File: src/rtl/assert_macros.svh
// Assertion macros used by the top-level RTL file.
`ifndef ASSERT_MACROS_SVH
`define ASSERT_MACROS_SVH

`ifndef NO_ASSERTIONS

// Checked on rising i_clk, skipped while i_rst_n is low.
`define ZBSP_ASSERT(lbl, prop, msg) \
    lbl: assert property (@(posedge i_clk) disable iff (!i_rst_n) prop) else $error(msg);

// Checked on every rising i_clk, reset included.
`define ZBSP_ASSERT_ALWAYS(lbl, prop, msg) \
    lbl: assert property (@(posedge i_clk) prop) else $error(msg);

`else

`define ZBSP_ASSERT(lbl, prop, msg)
`define ZBSP_ASSERT_ALWAYS(lbl, prop, msg)

`endif

`endif

File: src/rtl/zbsp_pkg.sv
`default_nettype none

package zbsp_pkg;

    localparam int GROUP_SIZE = 8;
    localparam int SLOT_W     = $clog2(GROUP_SIZE);
    localparam int KEPT_W     = SLOT_W + 1;

    localparam logic [SLOT_W-1:0] LAST_SLOT = SLOT_W'(GROUP_SIZE - 1);
    localparam logic [7:0]        MASK_LSB  = 8'h01;

    typedef enum logic [1:0] {
        S_ACCEPT = 2'b01,
        S_EMIT   = 2'b10
    } t_state;

    typedef struct packed {
        logic [7:0]        mask;
        logic [KEPT_W-1:0] kept;
        logic              slot_full;
    } t_grp_stat;

endpackage

`default_nettype wire

File: src/rtl/zbsp_group.sv
`default_nettype none

module zbsp_group
    import zbsp_pkg::*;
(
    input  wire logic              i_clk,
    input  wire logic              i_rst_n,
    input  wire logic              i_wr,
    input  wire logic [7:0]        i_data,
    input  wire logic              i_clear,
    input  wire logic [SLOT_W-1:0] i_rd_idx,
    output logic      [7:0]        o_rd_data,
    output t_grp_stat              o_stat
);

    logic [7:0]        r_bytes [GROUP_SIZE];
    logic [7:0]        r_mask;
    logic [SLOT_W-1:0] r_slot;
    logic [KEPT_W-1:0] r_kept;

    logic              nonzero;

    assign nonzero = (i_data != 8'd0);

    always_ff @(posedge i_clk) begin
        if (!i_rst_n) begin
            r_mask <= '0;
            r_slot <= '0;
            r_kept <= '0;
        end else if (i_clear) begin
            r_mask <= '0;
            r_slot <= '0;
            r_kept <= '0;
        end else if (i_wr) begin
            r_slot <= r_slot + 1'b1;
            if (nonzero) begin
                r_mask <= r_mask | (MASK_LSB << (LAST_SLOT - r_slot));
                r_kept <= r_kept + 1'b1;
            end
        end
    end

    // Kept bytes pack from entry zero in arrival order.
    always_ff @(posedge i_clk) begin
        if (i_wr && nonzero) begin
            r_bytes[r_kept[SLOT_W-1:0]] <= i_data;
        end
    end

    assign o_rd_data        = r_bytes[i_rd_idx];
    assign o_stat.mask      = r_mask;
    assign o_stat.kept      = r_kept;
    assign o_stat.slot_full = (r_slot == LAST_SLOT);

endmodule

`default_nettype wire

File: src/rtl/zero_byte_suppress_packer_top.sv
// Takes one byte per accepted item; no output until a group closes (eighth byte or tlast).
// On the closing item, emission starts in the next cycle and sends the header, then the kept bytes,
// one output byte per cycle while the receiver does not stall, through a single read port.
// Input is held off during emission.
// i_rst_n is synchronous, active low: it empties the group and drops any pending output.
`default_nettype none

module zero_byte_suppress_packer_top
    import zbsp_pkg::*;
(
    input  wire logic       i_clk,
    input  wire logic       i_rst_n,
    input  wire logic       i_s_tvalid,
    output logic            o_s_tready,
    input  wire logic [7:0] i_s_tdata,   // [7:0] data_byte
    input  wire logic       i_s_tlast,   // message_end
    output logic            o_m_tvalid,
    input  wire logic       i_m_tready,
    output logic      [7:0] o_m_tdata,   // [7:0] packed_byte
    output logic      [1:0] o_m_tuser,   // [0] is_header, [1] run_last
    output logic            o_m_tlast    // stream_last
);

    t_state            r_state, n_state;
    logic [KEPT_W-1:0] r_idx, n_idx;
    logic              r_last, n_last;
    logic              r_m_valid;
    logic [7:0]        r_m_data;
    logic [1:0]        r_m_user;
    logic              r_m_last;

    t_grp_stat         stat;
    logic [7:0]        rd_data;
    logic [SLOT_W-1:0] rd_idx;
    logic              s_accept;
    logic              closing;
    logic              load;
    logic              run_end;
    logic              grp_clear;

    assign o_s_tready = (r_state == S_ACCEPT);
    assign s_accept   = i_s_tvalid && o_s_tready;
    assign closing    = stat.slot_full || i_s_tlast;
    assign load       = (r_state == S_EMIT) && (!r_m_valid || i_m_tready);
    assign run_end    = (r_idx == stat.kept);
    assign grp_clear  = load && run_end;

    // Index zero is the header; index k reads kept byte k-1.
    assign rd_idx = SLOT_W'(r_idx - 1'b1);

    zbsp_group u_group (
        .i_clk    (i_clk),
        .i_rst_n  (i_rst_n),
        .i_wr     (s_accept),
        .i_data   (i_s_tdata),
        .i_clear  (grp_clear),
        .i_rd_idx (rd_idx),
        .o_rd_data(rd_data),
        .o_stat   (stat)
    );

    always_comb begin
        n_state = r_state;
        n_idx   = r_idx;
        n_last  = r_last;
        unique case (r_state)
            S_ACCEPT: begin
                if (s_accept && closing) begin
                    n_state = S_EMIT;
                    n_idx   = '0;
                    n_last  = i_s_tlast;
                end
            end
            S_EMIT: begin
                if (load) begin
                    if (run_end) begin
                        n_state = S_ACCEPT;
                        n_idx   = '0;
                    end else begin
                        n_idx = r_idx + 1'b1;
                    end
                end
            end
            default: begin
                n_state = S_ACCEPT;
            end
        endcase
    end

    always_ff @(posedge i_clk) begin
        if (!i_rst_n) begin
            r_state   <= S_ACCEPT;
            r_idx     <= '0;
            r_last    <= 1'b0;
            r_m_valid <= 1'b0;
        end else begin
            r_state <= n_state;
            r_idx   <= n_idx;
            r_last  <= n_last;
            if (load) begin
                r_m_valid <= 1'b1;
            end else if (i_m_tready) begin
                r_m_valid <= 1'b0;
            end
        end
    end

    always_ff @(posedge i_clk) begin
        if (load) begin
            r_m_data <= (r_idx == '0) ? stat.mask : rd_data;
            r_m_user <= {run_end, (r_idx == '0)};
            r_m_last <= r_last && run_end;
        end
    end

    assign o_m_tvalid = r_m_valid;
    assign o_m_tdata  = r_m_data;
    assign o_m_tuser  = r_m_user;
    assign o_m_tlast  = r_m_last;

`include "assert_macros.svh"

    `ZBSP_ASSERT(a_idx_range, (r_state == S_EMIT) |-> (r_idx <= stat.kept), "emit index past kept count")
    `ZBSP_ASSERT(a_close_starts, (s_accept && closing) |=> (r_state == S_EMIT && r_idx == '0), "closing item did not start emission at header")
    `ZBSP_ASSERT(a_idx_hold, (r_state == S_EMIT && !load) |=> $stable(r_idx), "emit index moved without a load")
    `ZBSP_ASSERT(a_group_cleared, grp_clear |=> (stat.kept == '0 && stat.mask == 8'd0), "group not emptied after emission")

endmodule

`default_nettype wire

File: config.mk
export PLATFORM = sky130hd
export DESIGN_NAME = zero_byte_suppress_packer_top
export DESIGN_NICKNAME = d
export VERILOG_FILES = /design/src/rtl/zbsp_pkg.sv /design/src/rtl/zbsp_group.sv /design/src/rtl/zero_byte_suppress_packer_top.sv
export VERILOG_INCLUDE_DIRS = /design/src /design/src/rtl
export SDC_FILE = /design/constraint.sdc
export NUM_CORES = 1
export LEC_CHECK = 0
export BUFFER_PORTS_ARGS = -buffer_cell sky130_fd_sc_hd__buf_2
export CORE_MARGIN = 3
export CORE_UTILIZATION = 58
export DETAILED_ROUTE_END_ITERATION = 12
export GPL_TIMING_DRIVEN = 0
export PLACE_DENSITY = 0.82
export SYNTH_ARGS = -nofsm -noshare
export SYNTH_HDL_FRONTEND = slang
export SYNTH_SLANG_ARGS = --single-unit
File: constraint.sdc
create_clock -name i_clk -period 6.65 [get_ports i_clk]
set_input_delay 0.3325 -clock i_clk [delete_from_list [all_inputs] [get_ports i_clk]]
set_output_delay 0.3325 -clock i_clk [all_outputs]
set_load 0.05 [all_outputs]
Yosys cells after proc, flatten, opt, wreduce, memory -nomap -nowiden
Memories as Yosys holds them, arrays and structs flattened.
Cells that the tools add are included.
{"block": "word_totals", "out_inout_bits": 13, "register_bits": 34, "in_bits": 13, "ram_bits": 64, "elab_cells": 57, "n_memories": 1}
{"block": "classes", "bitwise_logic": 2, "muxes": 13, "reduce_logical": 18, "shift": 1, "n_eq_ne": 7, "add_sub_neg": 5}
{"memory": "u_group.r_bytes", "depth": 8, "word_bits": 8, "read_ports": 1, "rd_clocked_by_memory_dff": 0, "write_ports": 1, "line_no": "zbsp_group.sv:16", "source": "logic [7:0] r_bytes [GROUP_SIZE];"}
{"cell": "$mux 4", "count": 3}
{"cell": "$add 4x1->4 const B", "count": 2}
{"cell": "$mux 8", "count": 1}
{"cell": "$or 8x8->8", "count": 1}
{"cell": "$pmux 4 s2", "count": 1}
{"cell": "$reduce_bool 8->1", "count": 1}
{"cell": "$shl 1x3->8 const A", "count": 1}
{"cell": "$logic_and 1x1->1", "count": 6}
{"cell": "$mux 2", "count": 3}
{"cell": "$reduce_and 3->1", "count": 2}
{"cell": "$eq 4x4->1", "count": 1}
{"cell": "$logic_not 4->1", "count": 1}
{"cell": "$mux 1", "count": 4}
{"cell": "$ne 2x2->1 const B", "count": 2}
{"cell": "$pmux 2 s2", "count": 1}
{"cell": "$reduce_and 2->1", "count": 2}
{"cell": "$reduce_bool 2->1", "count": 2}
{"cell": "$add 3x1->3 const B", "count": 1}
{"cell": "$eq 3x3->1 const B", "count": 1}
{"cell": "$sub 3x1->3 const B", "count": 1}
{"cell": "$sub 3x3->3 const A", "count": 1}
{"cell": "$eq 2x1->1 const B", "count": 1}
{"cell": "$eq 2x2->1 const B", "count": 1}
{"cell": "$logic_or 1x1->1", "count": 2}
{"cell": "4 further kinds", "count": 4}

Depth between registers and ports, before layout
{"block": "logic_depth", "depth_word": 5, "depth_mapped": 9, "depth_no_buf": 6}

Cells and area by module
From an unflattened synthesis, not the netlist that was laid out.
{"block": "hier_totals", "hier_cells": 263, "area_unflattened_um2": 4166.5}
{"module": "zbsp_group", "seq_area_each_um2": 2222.1, "n_inst": 1, "cells_each": 183, "area_per_inst_um2": 3254.4}
{"module": "zero_byte_suppress_packer_top", "seq_area_each_um2": 490.5, "n_inst": 1, "cells_each": 80, "area_per_inst_um2": 912.1}

Least setup slack after synthesis
No wires, ideal clock.
{"block": "synth_timing", "path_kind": "reg2reg", "from": "register r_idx[0]", "to": "register r_m_data[6], in the netlist o_m_tdata[6], data pin", "required_ns": 6.394, "path_buffers": 4, "stages_incl_launch_ff": 10, "setup_time_ns": 0.256, "arrival_ns": 1.900, "period_less_slack_ns": 2.155, "slack_ns": 4.495, "cell_sequence": "dfxtp_1 -> buf_6 -> buf_6 -> inv_1 -> ha_1 -> buf_2 -> buf_2 -> mux4_2 -> a21oi_1 -> nor3_1"}
{"block": "synth_between", "elab_chain_cells": 3, "word_cells_on_any_way": 4, "classes_between": "add/sub: 1; mux: 1; reduce/logical: 1; memory: 1"}
{"item": "from (decl)", "line_no": "zero_byte_suppress_packer_top.sv:25", "source": "logic [KEPT_W-1:0] r_idx, n_idx;"}
{"item": "from (signal assigned)", "line_no": "zero_byte_suppress_packer_top.sv:98", "source": "r_idx <= n_idx;"}
{"item": "$sub 3x1->3", "line_no": "zero_byte_suppress_packer_top.sv:49", "source": "assign rd_idx = SLOT_W'(r_idx - 1'b1);"}
{"item": "$mem_v2 8x8"}
{"item": "$mux 8 (*)", "line_no": "zero_byte_suppress_packer_top.sv:110", "source": "r_m_data <= (r_idx == '0) ? stat.mask : rd_data;"}
{"item": "to (signal assigned)", "line_no": "zero_byte_suppress_packer_top.sv:110"}
{"item": "to (decl)", "line_no": "zero_byte_suppress_packer_top.sv:28", "source": "logic [7:0] r_m_data;"}
Every way passes the cells marked *; elsewhere a longest branch is shown, timed or not.
A chain may end at the register's enable or synchronous reset.

Worst setup path after layout
{"block": "layout_timing", "from": "register r_idx[0]", "to": "register r_m_data[7], in the netlist o_m_tdata[7], data pin"}
The elaborated chain is that of the path after synthesis.

==> summary.txt <==
Run status
  • Outcome: finished clean

Floorplanning
  • Horizontal extent of the die: between 90 and 100 um
  • Number of top-level pins: 26
  • Initial Utilization: about three fifths
  • Die H: about 90 um
  • Standard-cell rows: 30
  • Core box area: 0.00683 mm2
  • Die ar.: ~0.008 mm2

Synthesis
  • Proportion of synthesized chip area in sequential cells: approximately two thirds
  • Post-synth top cells: 75 x edfxtp_1, 28 x nor2_1, 23 x dfxtp_1
  • Post-synthesis instance total: 273
  • Ranking of synthesized cells by area: edfxtp_1 55%, dfxtp_1 11%, mux4_2 8.8%
  • Post-synthesis cell area: 0.00410 mm2
  • #FFs+latches synth: 98
  • Most area-hungry cell type in the Yosys netlist: edfxtp_1
  • Most used DFF post-synth: edfxtp_1
  • Most common cell in the synthesized netlist: edfxtp_1
  • Top-area cell type share of the netlist area: 55.0%
  • Number of distinct standard cells referenced by the synthesized netlist: 47
  • Average instance area after synthesis: 15.0 um2
  • Net count after synthesis: 296
  • EDFF count, synth: 75
  • Yosys warning total: 0
  • Fraction of synthesis flops using an asynchronous set or reset pin: 0%

Clock network
  • Number of buffers added to fix hold violations after cts: 0
  • CTS sink count: 98
  • Clock latency on the worst-skew pair: 0.36 ns
  • Root Driver: clkbuf_8
  • TritonCTS clock tree: built
  • Number of post-CTS setup repair buffers: 0
  • Number of buffers added by the clock tree synthesis step: 9
  • Post_cts resized: 0
  • Number of levels the H-tree was split into: 3
  • Maximum buffer depth of the clock tree: 2
  • Clock-pin slew on the worst setup and hold paths: 0.10 ns

STA
  • Minimum period implied by the final worst setup slack: 2.53 ns
  • Setup violators final: 0
  • Worst slew margin relative to its limit: 15.0%
  • Fraction of the cycle the final worst path needs: 38.1%
  • Count of final hold-check violations: 0
  • Actual slew at the worst max-slew pin: 1.27 ns
  • WHS: 0.240 ns
  • RSZ-0062 raised after global routing: no
  • Final Max Slew Viols: 0
  • Post-Route Setup TNS: 0 ns
  • Maximum clock rate: 0.395 GHz
  • Clock tree skew after final layout: 0.00896 ns

Placed design
  • Placer's final routability congestion estimate: 0.793
  • HPWL after detailed placement: around 5.1 mm
  • Cell Area, Placed: 0.00439 mm2
  • Count of input and output buffers: 25

Global routing
  • Via count of the first global-routing pass: roughly 2300
  • Pin count of the biggest net entering global routing: 18
  • Antenna violations before repair: 0
  • Total Routing Usage GR: 19.2%
  • Gr ovfl total: 0
  • Global-route wire length before repair: 11.8 mm

Setup path
  • Worst Setup End Kind: flop
  • Worst Path Required: 6.77 ns
  • Type of the setup path with the least slack: reg -> reg
  • Peak fanout along the critical path: 10
  • Critical path launch point type: flop
  • Arrival time at the worst endpoint: 2.65 ns

Worst hold path
  • Worst hold path class: in -> reg

Power
  • Pwr Density: 246 mW/mm2
  • IR Drop Worst-Case VDD: 181 uV
  • Leakage Power: 0.00154 uW
  • Post-layout power: between 1000 and 1500 uW

Run
  • Total of max-cap violations: 0

Detailed routing
  • Total via count in the routed design: 2365
  • Post-Route WL: 7.29 mm
  • Via density per instance: 5.73
  • Remaining antenna violation count after routing: 0
  • Final routed DRC violation total: 0
  • Detailed-router iteration count before antenna repair: 4
  • Routed WL per cell: 17.6 um
  • Initial DRC count: 143

Finish
  • Final layout net count: 335
  • Layout area overhead: 12.2%
  • Area of all placed cells without fillers: around 0.0046 mm2
  • Proportion of layout cells with a drive suffix above 1: 26.8%
  • Number of inserted diodes: 0
  • Total of fill cells in the finished design: 480
[placed cells by master (no fill, tap or decap), drive strengths merged, types with 2 or more instances in the layout]
cell    count
nor2       28
o22ai       2
nor4        3
nor3        9
nand4       3
buf        40
nand3       5
nand2       7
mux4       16
ha         10
o221ai      2
nor2b       3
nor4bb      2
nand2b      4
a21oi      22
nand3b      2
a31oi       6
clkinv      5
edfxtp     75
a211oi      3
nor3b       3
inv        10
xnor2       8
dfxtp      23
clkbuf     12
[worst max-delay path, cell delays in order, from the launching register on]
cell and delay (ns):
dfxtp_1 0.39, buf_6 0.21, buf_6 0.20, inv_1 0.09, ha_1 0.27, buf_2 0.23
buf_2 0.30, mux4_2 0.35, a21oi_1 0.16, nor3_1 0.07
[per-stage QoR]
step	cells	utilization, %	setup slack (ns)
after CTS	413	67.2	4.07
final	413	67.3	4.12
after global routing	413	67.3	3.94
after floorplan	273	-	4.49
after detailed placement	397	64.2	4.09
after global placement	394	63.6	3.88
[layout make-up]
cell class                      count  area, um2  share of cell area [%]
Clock buffer                        9        124                    2.70
Clock inverter                      7       77.6                    1.69
Tap cell                           96        120                    2.61
Inverter                            9       33.8                   0.735
Buffer                             15       96.3                    2.10
Timing Repair Buffer               28        148                    3.21
Multi-Input combinational cell    151       1280                    27.9
Sequential cell                    98       2710                    59.0
[final timing paths]
| check | to | startpoint | slack [ns] | cells past startpoint |
|---|---|---|---|---|
| setup / recovery | o_m_tdata[7]$_DFFE_PP_ | r_idx[0]$_SDFFE_PN0P_ | 4.12 | 9 |
| hold / removal | r_last$_SDFFE_PN0P_ | i_s_tlast | 0.24 | 3 |
| setup reg to reg | o_m_tdata[7]$_DFFE_PP_ | r_idx[0]$_SDFFE_PN0P_ | 4.12 | 9 |
| hold reg to reg | u_group.r_mask[3]$_SDFFE_PP0P_ | u_group.r_mask[3]$_SDFFE_PP0P_ | 0.48 | 2 |
[power breakdown]
| group | switching (uW) | total (uW) | internal (uW) |
|---|---|---|---|
| logic | 46.1 | 72.1 | 26.0 |
| clock network | 203 | 379 | 176 |
| registers | 6.79 | 681 | 674 |
| total | 256 | 1130 | 876 |
[routing by layer]
| layer | global-route usage (%) | vias to the layer above | wire, um |
|---|---|---|---|
| li1 | - | 1109 | - |
| met1 | 25.4 | 1171 | 3100 |
| met2 | 30.9 | 73 | 3640 |
| met3 | 4.10 | 12 | 401 |
| met4 | 8.67 | 0 | 140 |
| met5 | 0 | - | 0 |
[state kept, by name (all words and copies together), names as in the netlist]
register	count
o_m_tdata	8
o_m_tlast	1
o_m_tuser	2
o_m_tvalid	1
r_idx	4
r_last	1
r_state	2
u_group.r_bytes	64
u_group.r_kept	4
u_group.r_mask	8
u_group.r_slot	3
[cells by family (layout without fill, tap and decap cells)]
logic type	count (synthesis)	after routing	synth area share [%]
muxes	17	17	9.04
adders and majority gates	10	10	3.05
buffers and inverters	24	68	3.18
AOI/OAI and AO/OA	40	40	6.32
and+or+nand+nor	76	76	10.5
xor gates and xnor gates	8	8	1.71
DFF	98	98	66.2
(Power assumes the default switching activity.)
